`src/design/cbs_pkg.sv`:
```
// ----------------------------------------------------------------------------
// cbs_pkg: shared types and constants of the CIGAR block splitter
// Operation codes, register indexes, request and result structs, saturating add.
// ----------------------------------------------------------------------------
package cbs_pkg;

  localparam int unsigned POS_W = 32;
  localparam int unsigned LEN_W = 28;
  localparam int unsigned CODE_W = 4;
  localparam int unsigned CFG_IDX_W = 1;
  localparam int unsigned CFG_DATA_W = 1;

  localparam logic [POS_W-1:0] POS_MAX = '1;

  typedef enum logic [CODE_W-1:0] {
    OP_M  = 4'd0,
    OP_I  = 4'd1,
    OP_D  = 4'd2,
    OP_N  = 4'd3,
    OP_S  = 4'd4,
    OP_H  = 4'd5,
    OP_P  = 4'd6,
    OP_EQ = 4'd7,
    OP_X  = 4'd8
  } op_code_t;

  localparam logic [CFG_IDX_W-1:0] CFG_BREAK_ON_DELETION = 1'd0;
  localparam logic [CFG_IDX_W-1:0] CFG_BREAK_ON_SKIP     = 1'd1;

  typedef struct packed {
    logic break_on_deletion;
    logic break_on_skip;
  } cfg_t;

  typedef struct packed {
    logic [POS_W-1:0]  read_start;
    logic [CODE_W-1:0] op_code;
    logic [LEN_W-1:0]  op_length;
    logic              first_op;
    logic              last_op;
  } op_t;

  typedef struct packed {
    logic [POS_W-1:0] block_start;
    logic [POS_W-1:0] block_end;
    logic             block_valid;
    logic             end_of_record;
    logic             bad_op;
  } blk_t;

  // what one request yields: a result or none
  typedef struct packed {
    logic emit;
    blk_t blk;
  } step_t;

  function automatic logic [POS_W-1:0] sat_add(input logic [POS_W-1:0] a,
                                               input logic [POS_W-1:0] b);
    logic [POS_W:0] s;
    s = {1'b0, a} + {1'b0, b};
    return s[POS_W] ? POS_MAX : s[POS_W-1:0];
  endfunction

endpackage

```
`src/design/cbs_op_if.sv`:
```
// ----------------------------------------------------------------------------
// cbs_op_if: request channel of the CIGAR block splitter
// One CIGAR operation per request, valid/ready handshake.
// ----------------------------------------------------------------------------
interface cbs_op_if;
  logic                             valid;
  logic                             ready;
  logic [cbs_pkg::POS_W-1:0]        read_start;
  logic [cbs_pkg::CODE_W-1:0]       op_code;
  logic [cbs_pkg::LEN_W-1:0]        op_length;
  logic                             first_op;
  logic                             last_op;

  modport source (output valid, read_start, op_code, op_length, first_op, last_op,
                  input ready);
  modport sink (input valid, read_start, op_code, op_length, first_op, last_op,
                output ready);
endinterface

```
`src/design/cbs_blk_if.sv`:
```
// ----------------------------------------------------------------------------
// cbs_blk_if: result channel of the CIGAR block splitter
// One aligned block or record status per result, valid/ready handshake.
// ----------------------------------------------------------------------------
interface cbs_blk_if;
  logic                      valid;
  logic                      ready;
  logic [cbs_pkg::POS_W-1:0] block_start;
  logic [cbs_pkg::POS_W-1:0] block_end;
  logic                      block_valid;
  logic                      end_of_record;
  logic                      bad_op;

  modport source (output valid, block_start, block_end, block_valid, end_of_record,
                  bad_op, input ready);
  modport sink (input valid, block_start, block_end, block_valid, end_of_record,
                bad_op, output ready);
endinterface

```
`src/design/cbs_core.sv`:
```
// ----------------------------------------------------------------------------
// cbs_core: per-read state and single-pass step logic
// Holds position, open block length and failure flag; decides each result.
// ----------------------------------------------------------------------------
module cbs_core (
  input  logic           clk,
  input  logic           rst,
  input  cbs_pkg::cfg_t  cfg,
  input  cbs_pkg::op_t   op,
  input  logic           advance,
  output cbs_pkg::step_t step
);

  logic [cbs_pkg::POS_W-1:0] current_position;
  logic [cbs_pkg::POS_W-1:0] open_length;
  logic                      record_failed;

  logic [cbs_pkg::POS_W-1:0] current_position_next;
  logic [cbs_pkg::POS_W-1:0] open_length_next;
  logic                      record_failed_next;

  logic [cbs_pkg::POS_W-1:0] pos;
  logic [cbs_pkg::POS_W-1:0] olen;
  logic                      failed;
  logic [cbs_pkg::POS_W-1:0] ext_len;
  logic [cbs_pkg::POS_W-1:0] end_open;
  logic [cbs_pkg::POS_W-1:0] end_ext;
  logic                      brk;
  logic                      extend;

  // first operation reloads the record
  assign pos    = op.first_op ? op.read_start : current_position;
  assign olen   = op.first_op ? '0 : open_length;
  assign failed = op.first_op ? 1'b0 : record_failed;

  assign ext_len  = cbs_pkg::sat_add(olen, {{(cbs_pkg::POS_W-cbs_pkg::LEN_W){1'b0}},
                                            op.op_length});
  assign end_open = cbs_pkg::sat_add(pos, olen);
  assign end_ext  = cbs_pkg::sat_add(pos, ext_len);

  always_comb begin
    current_position_next = pos;
    open_length_next      = olen;
    record_failed_next    = failed;
    step                  = '0;
    brk                   = 1'b0;
    extend                = 1'b0;

    if (failed) begin
      if (op.last_op) begin
        step.emit              = 1'b1;
        step.blk.end_of_record = 1'b1;
        step.blk.bad_op        = 1'b1;
      end
    end else begin
      case (op.op_code) inside
        cbs_pkg::OP_M, cbs_pkg::OP_EQ, cbs_pkg::OP_X: begin
          open_length_next = ext_len;
          extend           = 1'b1;
        end
        cbs_pkg::OP_I, cbs_pkg::OP_S, cbs_pkg::OP_H, cbs_pkg::OP_P: begin
        end
        cbs_pkg::OP_D, cbs_pkg::OP_N: begin
          brk = (op.op_code == cbs_pkg::OP_D) ? cfg.break_on_deletion
                                              : cfg.break_on_skip;
          if (!brk) begin
            open_length_next = ext_len;
            extend           = 1'b1;
          end
        end
        default: begin
          record_failed_next     = 1'b1;
          open_length_next       = '0;
          step.emit              = 1'b1;
          step.blk.end_of_record = op.last_op;
          step.blk.bad_op        = 1'b1;
        end
      endcase

      if (brk) begin
        // close the open block and skip past it and the gap
        step.emit              = 1'b1;
        step.blk.block_start   = pos;
        step.blk.block_end     = end_open;
        step.blk.block_valid   = 1'b1;
        step.blk.end_of_record = op.last_op;
        current_position_next  = end_ext;
        open_length_next       = '0;
      end

      if (op.last_op && !step.emit) begin
        step.emit              = 1'b1;
        step.blk.end_of_record = 1'b1;
        if (open_length_next != '0) begin
          step.blk.block_start = pos;
          step.blk.block_end   = extend ? end_ext : end_open;
          step.blk.block_valid = 1'b1;
        end
      end
    end

    if (op.last_op) begin
      open_length_next   = '0;
      record_failed_next = 1'b0;
    end
  end

  always_ff @(posedge clk) begin
    if (rst) begin
      current_position <= '0;
      open_length      <= '0;
      record_failed    <= 1'b0;
    end else if (advance) begin
      current_position <= current_position_next;
      open_length      <= open_length_next;
      record_failed    <= record_failed_next;
    end
  end

endmodule

```
`src/design/cigar_block_splitter.sv`:
```
// ----------------------------------------------------------------------------
// cigar_block_splitter: cuts aligned reads into reference blocks
// Input register, single-pass step logic and result register.
// ----------------------------------------------------------------------------
// Usage:
//   op   : one CIGAR operation per request; first_op loads read_start, last_op
//          closes the record.
//   blk  : zero or one result per request, in request order: an aligned block,
//          a record close, or a bad-code report.
//   cfg  : cfg_we/cfg_index/cfg_data write break_on_deletion (index 0) and
//          break_on_skip (index 1); write only while the block is idle.
// Path: an accepted request waits in the input register; once the result
//   register is free the step runs and its result is registered there.
// Throughput: one request per cycle while blk.ready is high; the step is one
//   saturating add chain on the held position and block length.
// Stall: a held result keeps one further request waiting in the input
//   register; op.ready drops only when both registers are full.
// Reset: rst clears position, block length, failure flag and both valid
//   flags, and sets the break controls to their defaults (skip breaks).
// ----------------------------------------------------------------------------
module cigar_block_splitter (
  input  logic                           clk,
  input  logic                           rst,
  input  logic                           cfg_we,
  input  logic [cbs_pkg::CFG_IDX_W-1:0]  cfg_index,
  input  logic [cbs_pkg::CFG_DATA_W-1:0] cfg_data,
  cbs_op_if.sink                         op,
  cbs_blk_if.source                      blk
);

  cbs_pkg::cfg_t  cfg;
  cbs_pkg::op_t   op_q;
  logic           op_valid;
  cbs_pkg::blk_t  res;
  logic           res_valid;
  cbs_pkg::step_t step;
  logic           out_free;
  logic           advance;

  assign out_free = !res_valid || blk.ready;
  assign advance  = op_valid && out_free;
  assign op.ready = !op_valid || advance;

  always_ff @(posedge clk) begin
    if (rst) begin
      cfg.break_on_deletion <= 1'b0;
      cfg.break_on_skip     <= 1'b1;
    end else if (cfg_we) begin
      case (cfg_index)
        cbs_pkg::CFG_BREAK_ON_DELETION: cfg.break_on_deletion <= cfg_data[0];
        cbs_pkg::CFG_BREAK_ON_SKIP:     cfg.break_on_skip     <= cfg_data[0];
        default: begin
        end
      endcase
    end
  end

  // hold the request until the step can run
  always_ff @(posedge clk) begin
    if (rst) begin
      op_valid <= 1'b0;
    end else if (op.ready) begin
      op_valid <= op.valid;
    end
  end

  always_ff @(posedge clk) begin
    if (op.valid && op.ready) begin
      op_q.read_start <= op.read_start;
      op_q.op_code    <= op.op_code;
      op_q.op_length  <= op.op_length;
      op_q.first_op   <= op.first_op;
      op_q.last_op    <= op.last_op;
    end
  end

  cbs_core u_core (
    .clk     (clk),
    .rst     (rst),
    .cfg     (cfg),
    .op      (op_q),
    .advance (advance),
    .step    (step)
  );

  always_ff @(posedge clk) begin
    if (rst) begin
      res_valid <= 1'b0;
    end else if (advance && step.emit) begin
      res_valid <= 1'b1;
    end else if (blk.ready) begin
      res_valid <= 1'b0;
    end
  end

  always_ff @(posedge clk) begin
    if (advance && step.emit) begin
      res <= step.blk;
    end
  end

  assign blk.valid         = res_valid;
  assign blk.block_start   = res.block_start;
  assign blk.block_end     = res.block_end;
  assign blk.block_valid   = res.block_valid;
  assign blk.end_of_record = res.end_of_record;
  assign blk.bad_op        = res.bad_op;

endmodule
```
`src/flat_wrapper.sv`:
```
// flat-port wrapper written by rule: the top's interface ports become plain ports
module cigar_block_splitter_flat 
  (clk, rst, cfg_we, cfg_index, cfg_data, op_valid, op_read_start, op_op_code, op_op_length, op_first_op, op_last_op, op_ready, blk_valid, blk_block_start, blk_block_end, blk_block_valid, blk_end_of_record, blk_bad_op, blk_ready);
  cbs_op_if op_i ();
  cbs_blk_if blk_i ();
  input  logic clk;
  input  logic rst;
  input  logic cfg_we;
  input  logic [cbs_pkg::CFG_IDX_W-1:0] cfg_index;
  input  logic [cbs_pkg::CFG_DATA_W-1:0] cfg_data;
  input wire logic [$bits(op_i.valid)-1:0] op_valid;
  input wire logic [$bits(op_i.read_start)-1:0] op_read_start;
  input wire logic [$bits(op_i.op_code)-1:0] op_op_code;
  input wire logic [$bits(op_i.op_length)-1:0] op_op_length;
  input wire logic [$bits(op_i.first_op)-1:0] op_first_op;
  input wire logic [$bits(op_i.last_op)-1:0] op_last_op;
  output wire logic [$bits(op_i.ready)-1:0] op_ready;
  output wire logic [$bits(blk_i.valid)-1:0] blk_valid;
  output wire logic [$bits(blk_i.block_start)-1:0] blk_block_start;
  output wire logic [$bits(blk_i.block_end)-1:0] blk_block_end;
  output wire logic [$bits(blk_i.block_valid)-1:0] blk_block_valid;
  output wire logic [$bits(blk_i.end_of_record)-1:0] blk_end_of_record;
  output wire logic [$bits(blk_i.bad_op)-1:0] blk_bad_op;
  input wire logic [$bits(blk_i.ready)-1:0] blk_ready;
  assign op_i.valid = op_valid;
  assign op_i.read_start = op_read_start;
  assign op_i.op_code = op_op_code;
  assign op_i.op_length = op_op_length;
  assign op_i.first_op = op_first_op;
  assign op_i.last_op = op_last_op;
  assign op_ready = op_i.ready;
  assign blk_valid = blk_i.valid;
  assign blk_block_start = blk_i.block_start;
  assign blk_block_end = blk_i.block_end;
  assign blk_block_valid = blk_i.block_valid;
  assign blk_end_of_record = blk_i.end_of_record;
  assign blk_bad_op = blk_i.bad_op;
  assign blk_i.ready = blk_ready;
  cigar_block_splitter u_core (.clk(clk), .rst(rst), .cfg_we(cfg_we), .cfg_index(cfg_index), .cfg_data(cfg_data), .op(op_i), .blk(blk_i));
endmodule
```
`config.mk`:
```
export PLATFORM = sky130hd
export DESIGN_NAME = cigar_block_splitter_flat
export DESIGN_NICKNAME = d
export VERILOG_FILES = /design/src/design/cbs_pkg.sv /design/src/design/cbs_op_if.sv /design/src/design/cbs_blk_if.sv /design/src/design/cbs_core.sv /design/src/design/cigar_block_splitter.sv /design/src/flat_wrapper.sv
export SDC_FILE = /design/constraint.sdc
export NUM_CORES = 1
export LEC_CHECK = 0
export BUFFER_PORTS_ARGS = -buffer_cell sky130_fd_sc_hd__clkbuf_2
export CAP_MARGIN = 25
export CORE_MARGIN = 4
export CORE_UTILIZATION = 53
export DETAILED_ROUTE_END_ITERATION = 7
export PLACE_DENSITY = 0.73
export SLEW_MARGIN = 20
export SYNTH_ARGS = -nofsm -noshare
export SYNTH_HDL_FRONTEND = slang
export SYNTH_SLANG_ARGS = --single-unit
```
`constraint.sdc`:
```
create_clock -name clk -period 9.7 [get_ports clk]
set_input_delay 0.485 -clock clk [delete_from_list [all_inputs] [get_ports clk]]
set_output_delay 0.485 -clock clk [all_outputs]
set_load 0.01 [all_outputs]
```
# Word-level counts from Yosys, hierarchy flattened

Cells that the tools add are included.

Bits in read-only memories: 0
Output and inout bits: 69
Bits in registers: 202
Input bits: 73
Bits in latches: 0
Word-level logic and storage cells: 91
Memories kept: 0
Bits in writable memories: 0

Multiplexer cells: 45
Divide/modulo/power cells: 0
Bitwise gates (word level): 1
$add $sub $neg: 3
Reductions and logical operators: 17
Multiply operators: 0
Shift operators: 0
Order comparisons: 0
Equality and inequality tests: 8

Operator list:

| kind               | number |
|---|---|
| $mux 32            | 16 |
| $mux 67            | 3 |
| $add 32x32->33     | 2 |
| $mux 65            | 1 |
| $add 32x28->33     | 1 |
| $reduce_bool 32->1 | 1 |
| $mux 1             | 20 |
| $eq 4x3->1 const B | 4 |
| $mux 2             | 5 |
| $eq 4x2->1 const B | 2 |
| $eq 4x1->1 const B | 1 |
| $eq 4x4->1 const B | 1 |
| $logic_and 1x1->1  | 4 |
| $logic_not 4->1    | 1 |
| $reduce_and 2->1   | 2 |
| $reduce_or 4->1    | 1 |
| $logic_not 1->1    | 3 |
| $reduce_or 3->1    | 1 |
| $logic_or 1x1->1   | 2 |
| $reduce_bool 2->1  | 1 |
| $reduce_or 2->1    | 1 |
| $not 1->1          | 1 |

# Depth between registers and ports, before layout

Gate-level depths: netlist of the first run.

Depth in word-level cells: 15
Mapped depth: 34
Gate-level depth less buffers: 25

# By module

A second synthesis of the first run with hierarchy kept.

Cells, all modules: 1708
Area, all modules: 14924.3 µm²

Modules (own cells, without submodules):

| module               | cells each | sequential area each (µm²) | instances | area an instance (µm²) |
|---|---|---|---|---|
| cbs_core             | 1556       | 1301.2                     | 1         | 10754.1 |
| cigar_block_splitter | 152        | 4073.9                     | 1         | 4170.2 |

# Least setup slack after synthesis of the first run

No wires, ideal clock.

Path type: reg-to-reg
Start: reg u_core.op_q[1] (netlist name)
End: reg u_core.u_core.current_position[31] (netlist name)
Setup time: 117 ps
Buffers on the path: 11
Stages on the path, launching flop included: 34
Period minus slack after synthesis: 7313 ps
Setup slack: 2387 ps
Required time: 9583 ps
Arrival: 7196 ps
Cell sequence: edfxtp_1 buf_2 buf_4 buf_2 buf_2 buf_1 clkbuf_1 clkbuf_1 clkbuf_1 nor2b_1 ha_1 clkbuf_1 and2_1 a221o_1 a31oi_1 o21bai_1 and2_1 a21oi_1 buf_2 buf_1 nand3b_1 ha_1 a21o_1 a21oi_1 nand3b_1 a21oi_1 o41ai_1 a211oi_1 a211oi_1 o21ai_0 xor2_1 nor2_1 nand2_1 a32o_1

Cells in the longest elaborated chain, start to end: 7
Elaborated cells between the ends (all ways): 9
Classes of those cells: add/sub (2); mux (7)

RTL lines:

| what                   | RTL line                   | RTL |
|---|---|---|
| start: declaration     | cigar_block_splitter.sv:32 | `cbs_pkg::op_t op_q;` |
| $mux 32                | cbs_core.sv:33             | `assign olen = op.first_op ? '0 : open_length;` |
| $add 32x28->33         | cbs_pkg.sv:60              | `s = {1'b0, a} + {1'b0, b};` |
| $mux 32                | cbs_pkg.sv:61              | `return s[POS_W] ? POS_MAX : s[POS_W-1:0];` |
| $add 32x32->33         | cbs_pkg.sv:60              |  |
| $mux 32                | cbs_pkg.sv:61              |  |
| $mux 32                | cbs_core.sv:80             | `if (brk) begin` |
| $mux 32 *              | cbs_core.sv:49             | `if (failed) begin` |
| end signal: assignment | cbs_core.sv:114            | `current_position <= current_position_next;` |
| end: declaration       | cbs_core.sv:14             | `logic [cbs_pkg::POS_W-1:0] current_position;` |

Mark *: on every way between the ends. The rest lies on a longest branch, timed or not.
A chain may end at the register's enable or synchronous reset.

# Worst setup path after layout of the first run

Same ends and word-level chain as after synthesis.

==> results.txt, run 1 <==
----------------------------------------------------
[Place]
  Number of placed instances with taps included ... 2044
  Count of input and output buffers ... 141
  Pre-CTS setup slack ... 2040 ps
  DP HPWL ... 34.2 mm
  Last weighted congestion value of the routability-driven placer ... 0.989
  Post-detailed-placement cell area ... 15200 um2

[GRT]
  Maximum number of pins on one net before global-route repair ... 67
  Overall global routing resource usage ... 0.300
  Wire length of the first global-routing pass ... 70.1 mm
  Sum of overflow across all layers after global routing ... 0
  Antenna violations before repair ... 0
  Via count of the first global-routing pass ... 12600

[Synthesis]
  Total number of yosys warnings ... 0
  Main flop type after synthesis ... sky130_fd_sc_hd__edfxtp_1
  Distinct cells, synth ... 85
  Mapped Nets ... 1797
  Gate count after technology mapping ... 1643
  Cell area after synthesis ... 14300 um2
  Post-synthesis sequential area ratio ... 0.376
  Average size of a mapped cell ... 8.70 um2
  Share of async-settable or async-resettable flops after synthesis ... 0
  FF+latch count, synth ... 202
  Post-synth EDFFs ... 133

[Timing]
  Unrepaired setup endpoints after global routing ... false
  Hold Violations, Final ... 0
  Peak Freq ... 0.132 GHz
  Slew at the pin with the worst max-slew slack ... 1050 ps
  Post-Route Skew ... 15.9 ps
  Setup TNS after final layout ... 0 ps
  Final Critical Period ... 7570 ps
  Hold Slack ... 124 ps
  Worst relative slew slack ... 0.296
  Share of the clock period used by the worst path after layout ... 0.780
  Slew Limit Fails ... 0
  Total of endpoints with negative setup slack in the final report ... 0
  Final worst setup slack ... 2130 ps

[Power]
  Static leakage ... 6.58 nW
  Worst-case vdd ir drop ... 0.146 mV
  Total power ... 2.36 mW
  Power per unit of standard cell area ... 147 nW/um2

[CTS]
  Max H-tree Level ... 1
  Clock root buffer ... sky130_fd_sc_hd__clkbuf_16
  CTS tree ... done
  Post-CTS Setup Bufs ... 0
  TritonCTS Buffers ... 23
  Clock input transition at the sequential cells of the worst setup and hold paths ... 70 ps
  Clock latency of the later-clocked register in the worst-skew pair ... 540 ps
  Post-cts hold buffer count ... 0
  Sink Count ... 202
  Number of gates resized after CTS ... 0
  Maximum clock path buffer count ... 3

[Route]
  Total wire length after detailed routing ... 45.5 mm
  DRC violation total after the first TritonRoute iteration ... 1425
  Remaining DRCs ... 0
  Detailed-route wire length per cell ... 21.8 um
  Final antenna-violating net count ... 0
  DRT Pass-1 Iters ... 6
  Vias after detailed routing ... 13200
  Via-per-instance ratio ... 6.33

[Cells and area]
  Count of antenna diodes in the layout ... 0
  Post-Layout Inst Area ... 16100 um2
  Commonest cells after routing, fill and taps aside ... sky130_fd_sc_hd__nor2_1, sky130_fd_sc_hd__nand2_1, sky130_fd_sc_hd__clkbuf_2
  Filler cell count ... 2323
  Final net count ... 1890
  Post-route core utilization ... 0.611
  FF+latch area ... 5380 um2
  Most common library cell in the layout ignoring fill and taps ... sky130_fd_sc_hd__nor2_1
  Layout cells sized above 1 ... 0.140
  Non-Filler Instances ... 2088
  Area added between synthesis and finish ... 12.3%
  Footprint of the multi-input gates ... 8310 um2

[Floorplan]
  Placement Rows ... 59
  Effective utilization at floorplan ... 0.544
  Die Ht ... 172 um
  Die X ... 172 um
  Top Ports ... 142
  Placeable core region ... 26300 um2
  Die Outline Area ... 29700 um2

[Critical path]
  Data arrival, critical path ... 7990 ps
  CP max FO ... 30
  CP startpoint kind ... flip-flop
  Buffers plus inverters on the worst setup path ... 2
  Worst setup path category ... flip-flop to flip-flop
  CP Cell Sequence ... buf_4, buf_4, nor2b_1, ha_1, a21o_1, a221o_1, nor2_1, o211ai_1, and2_1, a21oi_2, nand2b_1, ha_1, a21o_1, a21oi_1, o211a_1, nor4_1, o41ai_1, a211oi_1, a211oi_1, o21ai_0, xor2_1, nor2_1, nand2_1, a32o_1
  Endpoint class of the critical path ... flip-flop
  Crit path required time ... 10130 ps
  Slowest stage cell, crit path ... sky130_fd_sc_hd__a21oi_2
  Cell class contributing the biggest share of worst-path delay ... compound AO/OA/AOI/OAI gates
  Maximum cell stage delay along the critical path ... 740 ps

[Run]
  Max-cap violation count ... 0

[Min path]
  Hold WC Path Type ... input pin to flip-flop

[Status]
  Outcome ... completed

----------------------------------------------------
## cells by family (layout without fill, tap and decap cells)
group / Yosys count / after routing / synth area share
simple gates: 577 / 577 / 0.189
buf+inv: 158 / 268 / 0.0440
flops: 202 / 202 / 0.376
compound gates: 498 / 498 / 0.237
xor+xnor: 91 / 91 / 0.0557
mux: 35 / 35 / 0.0267
fa+ha+maj: 82 / 82 / 0.0721
## routing by layer
layer	GRT usage	share of wire	vias up
li1	-	-	6236
met1	0.414	0.42	6234
met2	0.488	0.46	633
met3	0.0492	0.083	108
met4	0.0950	0.033	0
met5	0	0	-
## layout make-up
class,instances,area share
multi-input cells,1283,0.518
flip-flops and latches,202,0.335
repair buffers,160,0.0560
clock buffers,28,0.0389
well taps,335,0.0261
inverters,66,0.0154
clock inverters,14,0.0114
## path summary, 6_finish.rpt
kind,start,endpoint,slack (ps),cells after the start
setup / recovery,u_core.op_q[1]$_DFFE_PP_,u_core.u_core.current_position[31]$_SDFFE_PP0P_,2130,24
hold / removal,op_read_start[1],u_core.op_q[35]$_DFFE_PP_,120,1
setup reg to reg,u_core.op_q[1]$_DFFE_PP_,u_core.u_core.current_position[31]$_SDFFE_PP0P_,2130,24
hold reg to reg,u_core.u_core.current_position[25]$_SDFFE_PP0P_,u_core.u_core.current_position[25]$_SDFFE_PP0P_,450,2
## flip-flops by register name, summed over array words and instances, names as in the netlist
register,cells
u_core.op_valid,1
u_core.u_core.record_failed,1
u_core.blk.valid,1
u_core.blk.bad_op,1
u_core.u_core.current_position,32
u_core.blk.block_start,32
u_core.blk.block_end,32
u_core.blk.block_valid,1
u_core.blk.end_of_record,1
u_core.cfg,2
u_core.op_q,66
u_core.u_core.open_length,32
## report_power, final
| part | switching, mW | internal [mW] |
|---|---|---|
| clock | 0.370 | 0.565 |
| sequential | 0.0248 | 0.964 |
| combinational | 0.280 | 0.159 |
## Yosys cell counts (all sizes together) (9+ instances only)
cell type	n	area share
a21o	49	0.026
inv	65	0.017
and3	9	0.0039
o21bai	9	0.0047
buf	29	0.010
or3	9	0.0039
a31oi	23	0.011
o22ai	38	0.018
a21oi	122	0.043
nand2	159	0.042
o211ai	14	0.0073
mux2	25	0.020
nor2b	40	0.017
xnor2	60	0.037
ha	80	0.070
nand3	25	0.0087
o21ai	72	0.025
edfxtp	133	0.28
clkbuf	63	0.017
nand2b	25	0.011
a22oi	33	0.017
a32o	20	0.014
mux2i	10	0.0070
xor2	31	0.019
nor4	10	0.0044
nand4	16	0.0070
nor3	25	0.0087
o21a	14	0.0073
o31ai	22	0.012
dfxtp	69	0.097
a211oi	14	0.0073
nor2	209	0.055
and2	14	0.0061
Power figures use the tool's default switching activity.
==> run 2, diff against run 1 <==
- ABC_AREA: default -> 1
- PLACE_DENSITY: 0.73 -> 0.72
- clock period: 9.7 -> 7.4 ns (I/O delays scaled with it)
==> run 2 against run 1 <==
The flow now finishes with violations (DRC). First-iteration DRC count up 5.6%. Area after synthesis up 10%. Combinational power increased by 73%. Final area is 12% higher. Clock power increased by 25%. Synthesized cell count is 44% higher. Count of clock-buffer cells in the layout shrank 2. Global-route usage rose by 3.2 points. Worst hold slack got worse by 110 ps. Critical path depth up 4.
==> results.txt, run 2 <==
----------------------------------------------------
[Critical path]
  Worst setup path category ... flip-flop to flip-flop (unchanged)
  Worst R2R Setup Slack ... 1060 ps (was 2130 ps)
  Buffers plus inverters on the worst setup path ... 6 (was 2)
  CP max FO ... 65 (was 30)
  Crit path required time ... 7690 ps (was 10130 ps)
  Capturing point of the worst reg2reg path ... u_core.blk.block_end[18]$_SDFFCE_PP0P_ (was u_core.u_core.current_position[31]$_SDFFE_PP0P_)
  R2r startpoint ... u_core.op_q[1]$_DFFE_PP_ (unchanged)
  CP startpoint kind ... flip-flop (unchanged)
  Maximum cell stage delay along the critical path ... 610 ps (was 740 ps)
  Worst reg2reg path depth ... 28 (was 24)
  Endpoint class of the critical path ... flip-flop (unchanged)
  Data arrival, critical path ... 6630 ps (was 7990 ps)
  Slowest stage cell, crit path ... sky130_fd_sc_hd__buf_4 (was sky130_fd_sc_hd__a21oi_2)
  Cell class contributing the biggest share of worst-path delay ... buffers and inverters (was compound AO/OA/AOI/OAI gates)

[Synthesis]
  Main flop type after synthesis ... sky130_fd_sc_hd__edfxtp_1 (unchanged)
  Post-synth EDFFs ... 133 (unchanged)
  Cell area after synthesis ... 15800 um2 (was 14300 um2)
  Share of the synthesized netlist area taken by xor and xnor gates ... 0.0183 (was 0.0557)
  Top cells by area, synth ... sky130_fd_sc_hd__edfxtp_1, sky130_fd_sc_hd__nand2_1, sky130_fd_sc_hd__dfxtp_1 (was sky130_fd_sc_hd__edfxtp_1, sky130_fd_sc_hd__dfxtp_1, sky130_fd_sc_hd__ha_1)
  Multiplexer share of the synthesized area ... 0.000635 (was 0.0267)
  Mapped Nets ... 2519 (was 1797)
  Total number of yosys warnings ... 0 (unchanged)
  Dominant combinational cell family by area after synthesis ... simple AND/OR/NAND/NOR gates (was compound AO/OA/AOI/OAI gates)
  Fraction of synthesized cell area taken by the top area cell type ... 0.253 (was 0.279)
  Post-synthesis share of cell area spent on and, or, nand and nor gates ... 0.318 (was 0.189)
  Average size of a mapped cell ... 6.66 um2 (was 8.70 um2)
  Ranking of synthesized cells by instance count ... sky130_fd_sc_hd__nand2_1, sky130_fd_sc_hd__a21oi_1, sky130_fd_sc_hd__inv_1, sky130_fd_sc_hd__nor2_1, sky130_fd_sc_hd__edfxtp_1 (was sky130_fd_sc_hd__nor2_1, sky130_fd_sc_hd__nand2_1, sky130_fd_sc_hd__edfxtp_1, sky130_fd_sc_hd__a21oi_1, sky130_fd_sc_hd__ha_1)
  FF+latch count, synth ... 202 (unchanged)
  Most common cell in the synthesized netlist ... sky130_fd_sc_hd__nand2_1 (was sky130_fd_sc_hd__nor2_1)
  Synth Area in Adders ... 0.0648 (was 0.0721)
  Distinct cells, synth ... 45 (was 85)
  Gate count after technology mapping ... 2365 (was 1643)
  Cell accounting for the most synthesized area ... sky130_fd_sc_hd__edfxtp_1 (unchanged)
  Share of async-settable or async-resettable flops after synthesis ... 0 (unchanged)
  Area fraction in compound gates after synthesis ... 0.171 (was 0.237)
  Post-synthesis sequential area ratio ... 0.341 (was 0.376)

[Timing]
  Final Critical Period ... 6340 ps (was 7570 ps)
  Total of endpoints with negative setup slack in the final report ... 0 (unchanged)
  Share of the clock period used by the worst path after layout ... 0.857 (was 0.780)
  Hold Violations, Final ... 0 (unchanged)
  Unrepaired setup endpoints after global routing ... false (unchanged)
  Worst relative slew slack ... 0.339 (was 0.296)
  Post-Route Skew ... 19.7 ps (was 15.9 ps)
  Setup TNS after final layout ... 0 ps (unchanged)
  Slew Limit Fails ... 0 (unchanged)
  Peak Freq ... 0.158 GHz (was 0.132 GHz)
  Slew at the pin with the worst max-slew slack ... 992 ps (was 1050 ps)
  Final worst setup slack ... 1060 ps (was 2130 ps)

[Cells and area]
  Final net count ... 2670 (was 1890)
  Number of flip-flops under the largest register name ... 66 (unchanged)
  Commonest cells after routing, fill and taps aside ... sky130_fd_sc_hd__nand2_1, sky130_fd_sc_hd__a21oi_1, sky130_fd_sc_hd__inv_1 (was sky130_fd_sc_hd__nor2_1, sky130_fd_sc_hd__nand2_1, sky130_fd_sc_hd__clkbuf_2)
  Area added between synthesis and finish ... 14.5% (was 12.3%)
  Most common library cell in the layout ignoring fill and taps ... sky130_fd_sc_hd__nand2_1 (was sky130_fd_sc_hd__nor2_1)
  FF+latch area ... 5380 um2 (unchanged)
  Layout cells sized above 1 ... 0.104 (was 0.140)
  Footprint of the multi-input gates ... 9050 um2 (was 8310 um2)
  Filler cell count ... 2755 (was 2323)
  Post-route core utilization ... 0.622 (was 0.611)
  Count of antenna diodes in the layout ... 0 (unchanged)
  Largest reg by FF count ... u_core.op_q (unchanged)
  Post-Layout Inst Area ... 18000 um2 (was 16100 um2)

[CTS]
  Number of gates resized after CTS ... 0 (unchanged)
  Post-CTS Setup Bufs ... 0 (unchanged)
  Clock input transition at the sequential cells of the worst setup and hold paths ... 70 ps (about the same)
  Maximum clock path buffer count ... 3 (unchanged)
  Clock root buffer ... sky130_fd_sc_hd__clkbuf_16 (unchanged)
  Sink Count ... 202 (unchanged)
  TritonCTS Buffers ... 24 (was 23)
  Max H-tree Level ... 1 (unchanged)
  Clock latency of the later-clocked register in the worst-skew pair ... 540 ps (about the same)
  Post-cts hold buffer count ... 57 (was 0)
  CTS tree ... done (unchanged)

[Place]
  Pre-CTS setup slack ... 1300 ps (was 2040 ps)
  Last weighted congestion value of the routability-driven placer ... 0.981 (was 0.989)
  DP HPWL ... 41.4 mm (was 34.2 mm)
  Post-detailed-placement cell area ... 16700 um2 (was 15200 um2)
  Count of input and output buffers ... 141 (unchanged)

[Status]
  Outcome ... finished, violations left (was completed)
  Violated checks ... DRC

[Floorplan]
  Effective utilization at floorplan ... 0.543 (was 0.544)
  Die Outline Area ... 32600 um2 (was 29700 um2)
  Die X ... 180 um (was 172 um)
  Placeable core region ... 29000 um2 (was 26300 um2)
  Top Ports ... 142 (unchanged)
  Placement Rows ... 62 (was 59)
  Die Ht ... 180 um (was 172 um)

[Min path]
  Origin of the worst min-delay path ... op_op_length[1] (was op_read_start[1])
  Count of cells along the worst hold path ... 1 (unchanged)
  Hold Crit Endpoint ... u_core.op_q[3]$_DFFE_PP_ (was u_core.op_q[35]$_DFFE_PP_)
  Hold WC Path Type ... input pin to flip-flop (unchanged)

[GRT]
  Maximum number of pins on one net before global-route repair ... 73 (was 67)
  Wire length of the first global-routing pass ... 86.6 mm (was 70.1 mm)
  Antenna violations before repair ... 0 (unchanged)
  Via count of the first global-routing pass ... 15700 (was 12600)
  Overall global routing resource usage ... 0.332 (was 0.300)
  Sum of overflow across all layers after global routing ... 0 (unchanged)

[Route]
  Remaining DRCs ... 1 (was 0)
  Final antenna-violating net count ... 0 (unchanged)
  Via-per-instance ratio ... 5.74 (was 6.33)
  Total wire length after detailed routing ... 56.3 mm (was 45.5 mm)
  DRT Pass-1 Iters ... 7 (was 6)
  Detailed-route wire length per cell ... 19.3 um (was 21.8 um)
  Vias after detailed routing ... 16800 (was 13200)
  DRC violation total after the first TritonRoute iteration ... 1505 (was 1425)

[Run]
  Max-cap violation count ... 0 (unchanged)

[Power]
  Power per unit of standard cell area ... 179 nW/um2 (was 147 nW/um2)
  Total power ... 3.23 mW (was 2.36 mW)
  Worst-case vdd ir drop ... 0.222 mV (was 0.146 mV)
  Static leakage ... 8.73 nW (was 6.58 nW)

----------------------------------------------------
==> run 2: changes by cell type in the layout (fill, tap and decap cells not counted), sizes merged, moves of 53 or more <==
| cell | previous run | this run |
|---|---|---|
| a21oi | 122 | 252 |
| o21ai | 72 | 137 |
| xnor2 | 60 | 7 |
| nand2 | 159 | 759 |
| dlygate4sd3 | 0 | 60 |
| nand3 | 25 | 123 |
| inv | 66 | 249 |
==> run 2: kinds of logic (layout without fill, tap and decap cells) <==
kind of cell    after synthesis  in the layout
buf+inv                     342            511
compound gates              488            488
simple gates               1218           1218
fa+ha+maj                    81             81
mux                           1              1
xor+xnor                     33             33
flops                       202            202
==> run 2: metal layers <==
metal  wire length [um]  part of all wire  global-route usage
met1              22600              0.40               0.421
met4               2940             0.052               0.145
met3               3870             0.069              0.0396
met5                  0                 0                   0
met2              26900              0.48               0.572
==> run 2: layout make-up <==
cell class,count,share of cell area
clock buffers,26,0.0337
clock inverters,18,0.00881
inverters,249,0.0518
multi-input cells,1821,0.502
flip-flops and latches,202,0.298
well taps,384,0.0266
repair buffers,218,0.0795
==> run 2: worst max path at each step <==
stage          slack, ps  cells past startpoint                                     end                      from
2_1_floorplan       2300                     35   u_core.blk.block_end[5]$_SDFFCE_PP0P_  u_core.op_q[1]$_DFFE_PP_
3_3_place_gp        1350                     28  u_core.blk.block_end[14]$_SDFFCE_PP0P_  u_core.op_q[1]$_DFFE_PP_
3_5_place_dp        1300                     30  u_core.blk.block_end[14]$_SDFFCE_PP0P_  u_core.op_q[1]$_DFFE_PP_
4_1_cts             1260                     30  u_core.blk.block_end[14]$_SDFFCE_PP0P_  u_core.op_q[1]$_DFFE_PP_
5_1_grt              630                     31  u_core.blk.block_end[10]$_SDFFCE_PP0P_  u_core.op_q[1]$_DFFE_PP_
6_report            1060                     28  u_core.blk.block_end[18]$_SDFFCE_PP0P_  u_core.op_q[1]$_DFFE_PP_
==> run 2: report_power, final <==
group / leakage (nW) / total (mW) / switching (mW) / internal (mW)
clock network: 0.377 / 1.17 / 0.505 / 0.667
registers: 1.82 / 1.30 / 0.0269 / 1.28
logic: 6.53 / 0.756 / 0.509 / 0.247
==> run 2: metrics by stage <==
stage                     cells  hold WS (ps)
after detailed placement   2814           453
after CTS                  2915         0.779
after floorplan            2365           434
after global placement     2814           450
after global routing       2918          2.03
final                      2918          15.3
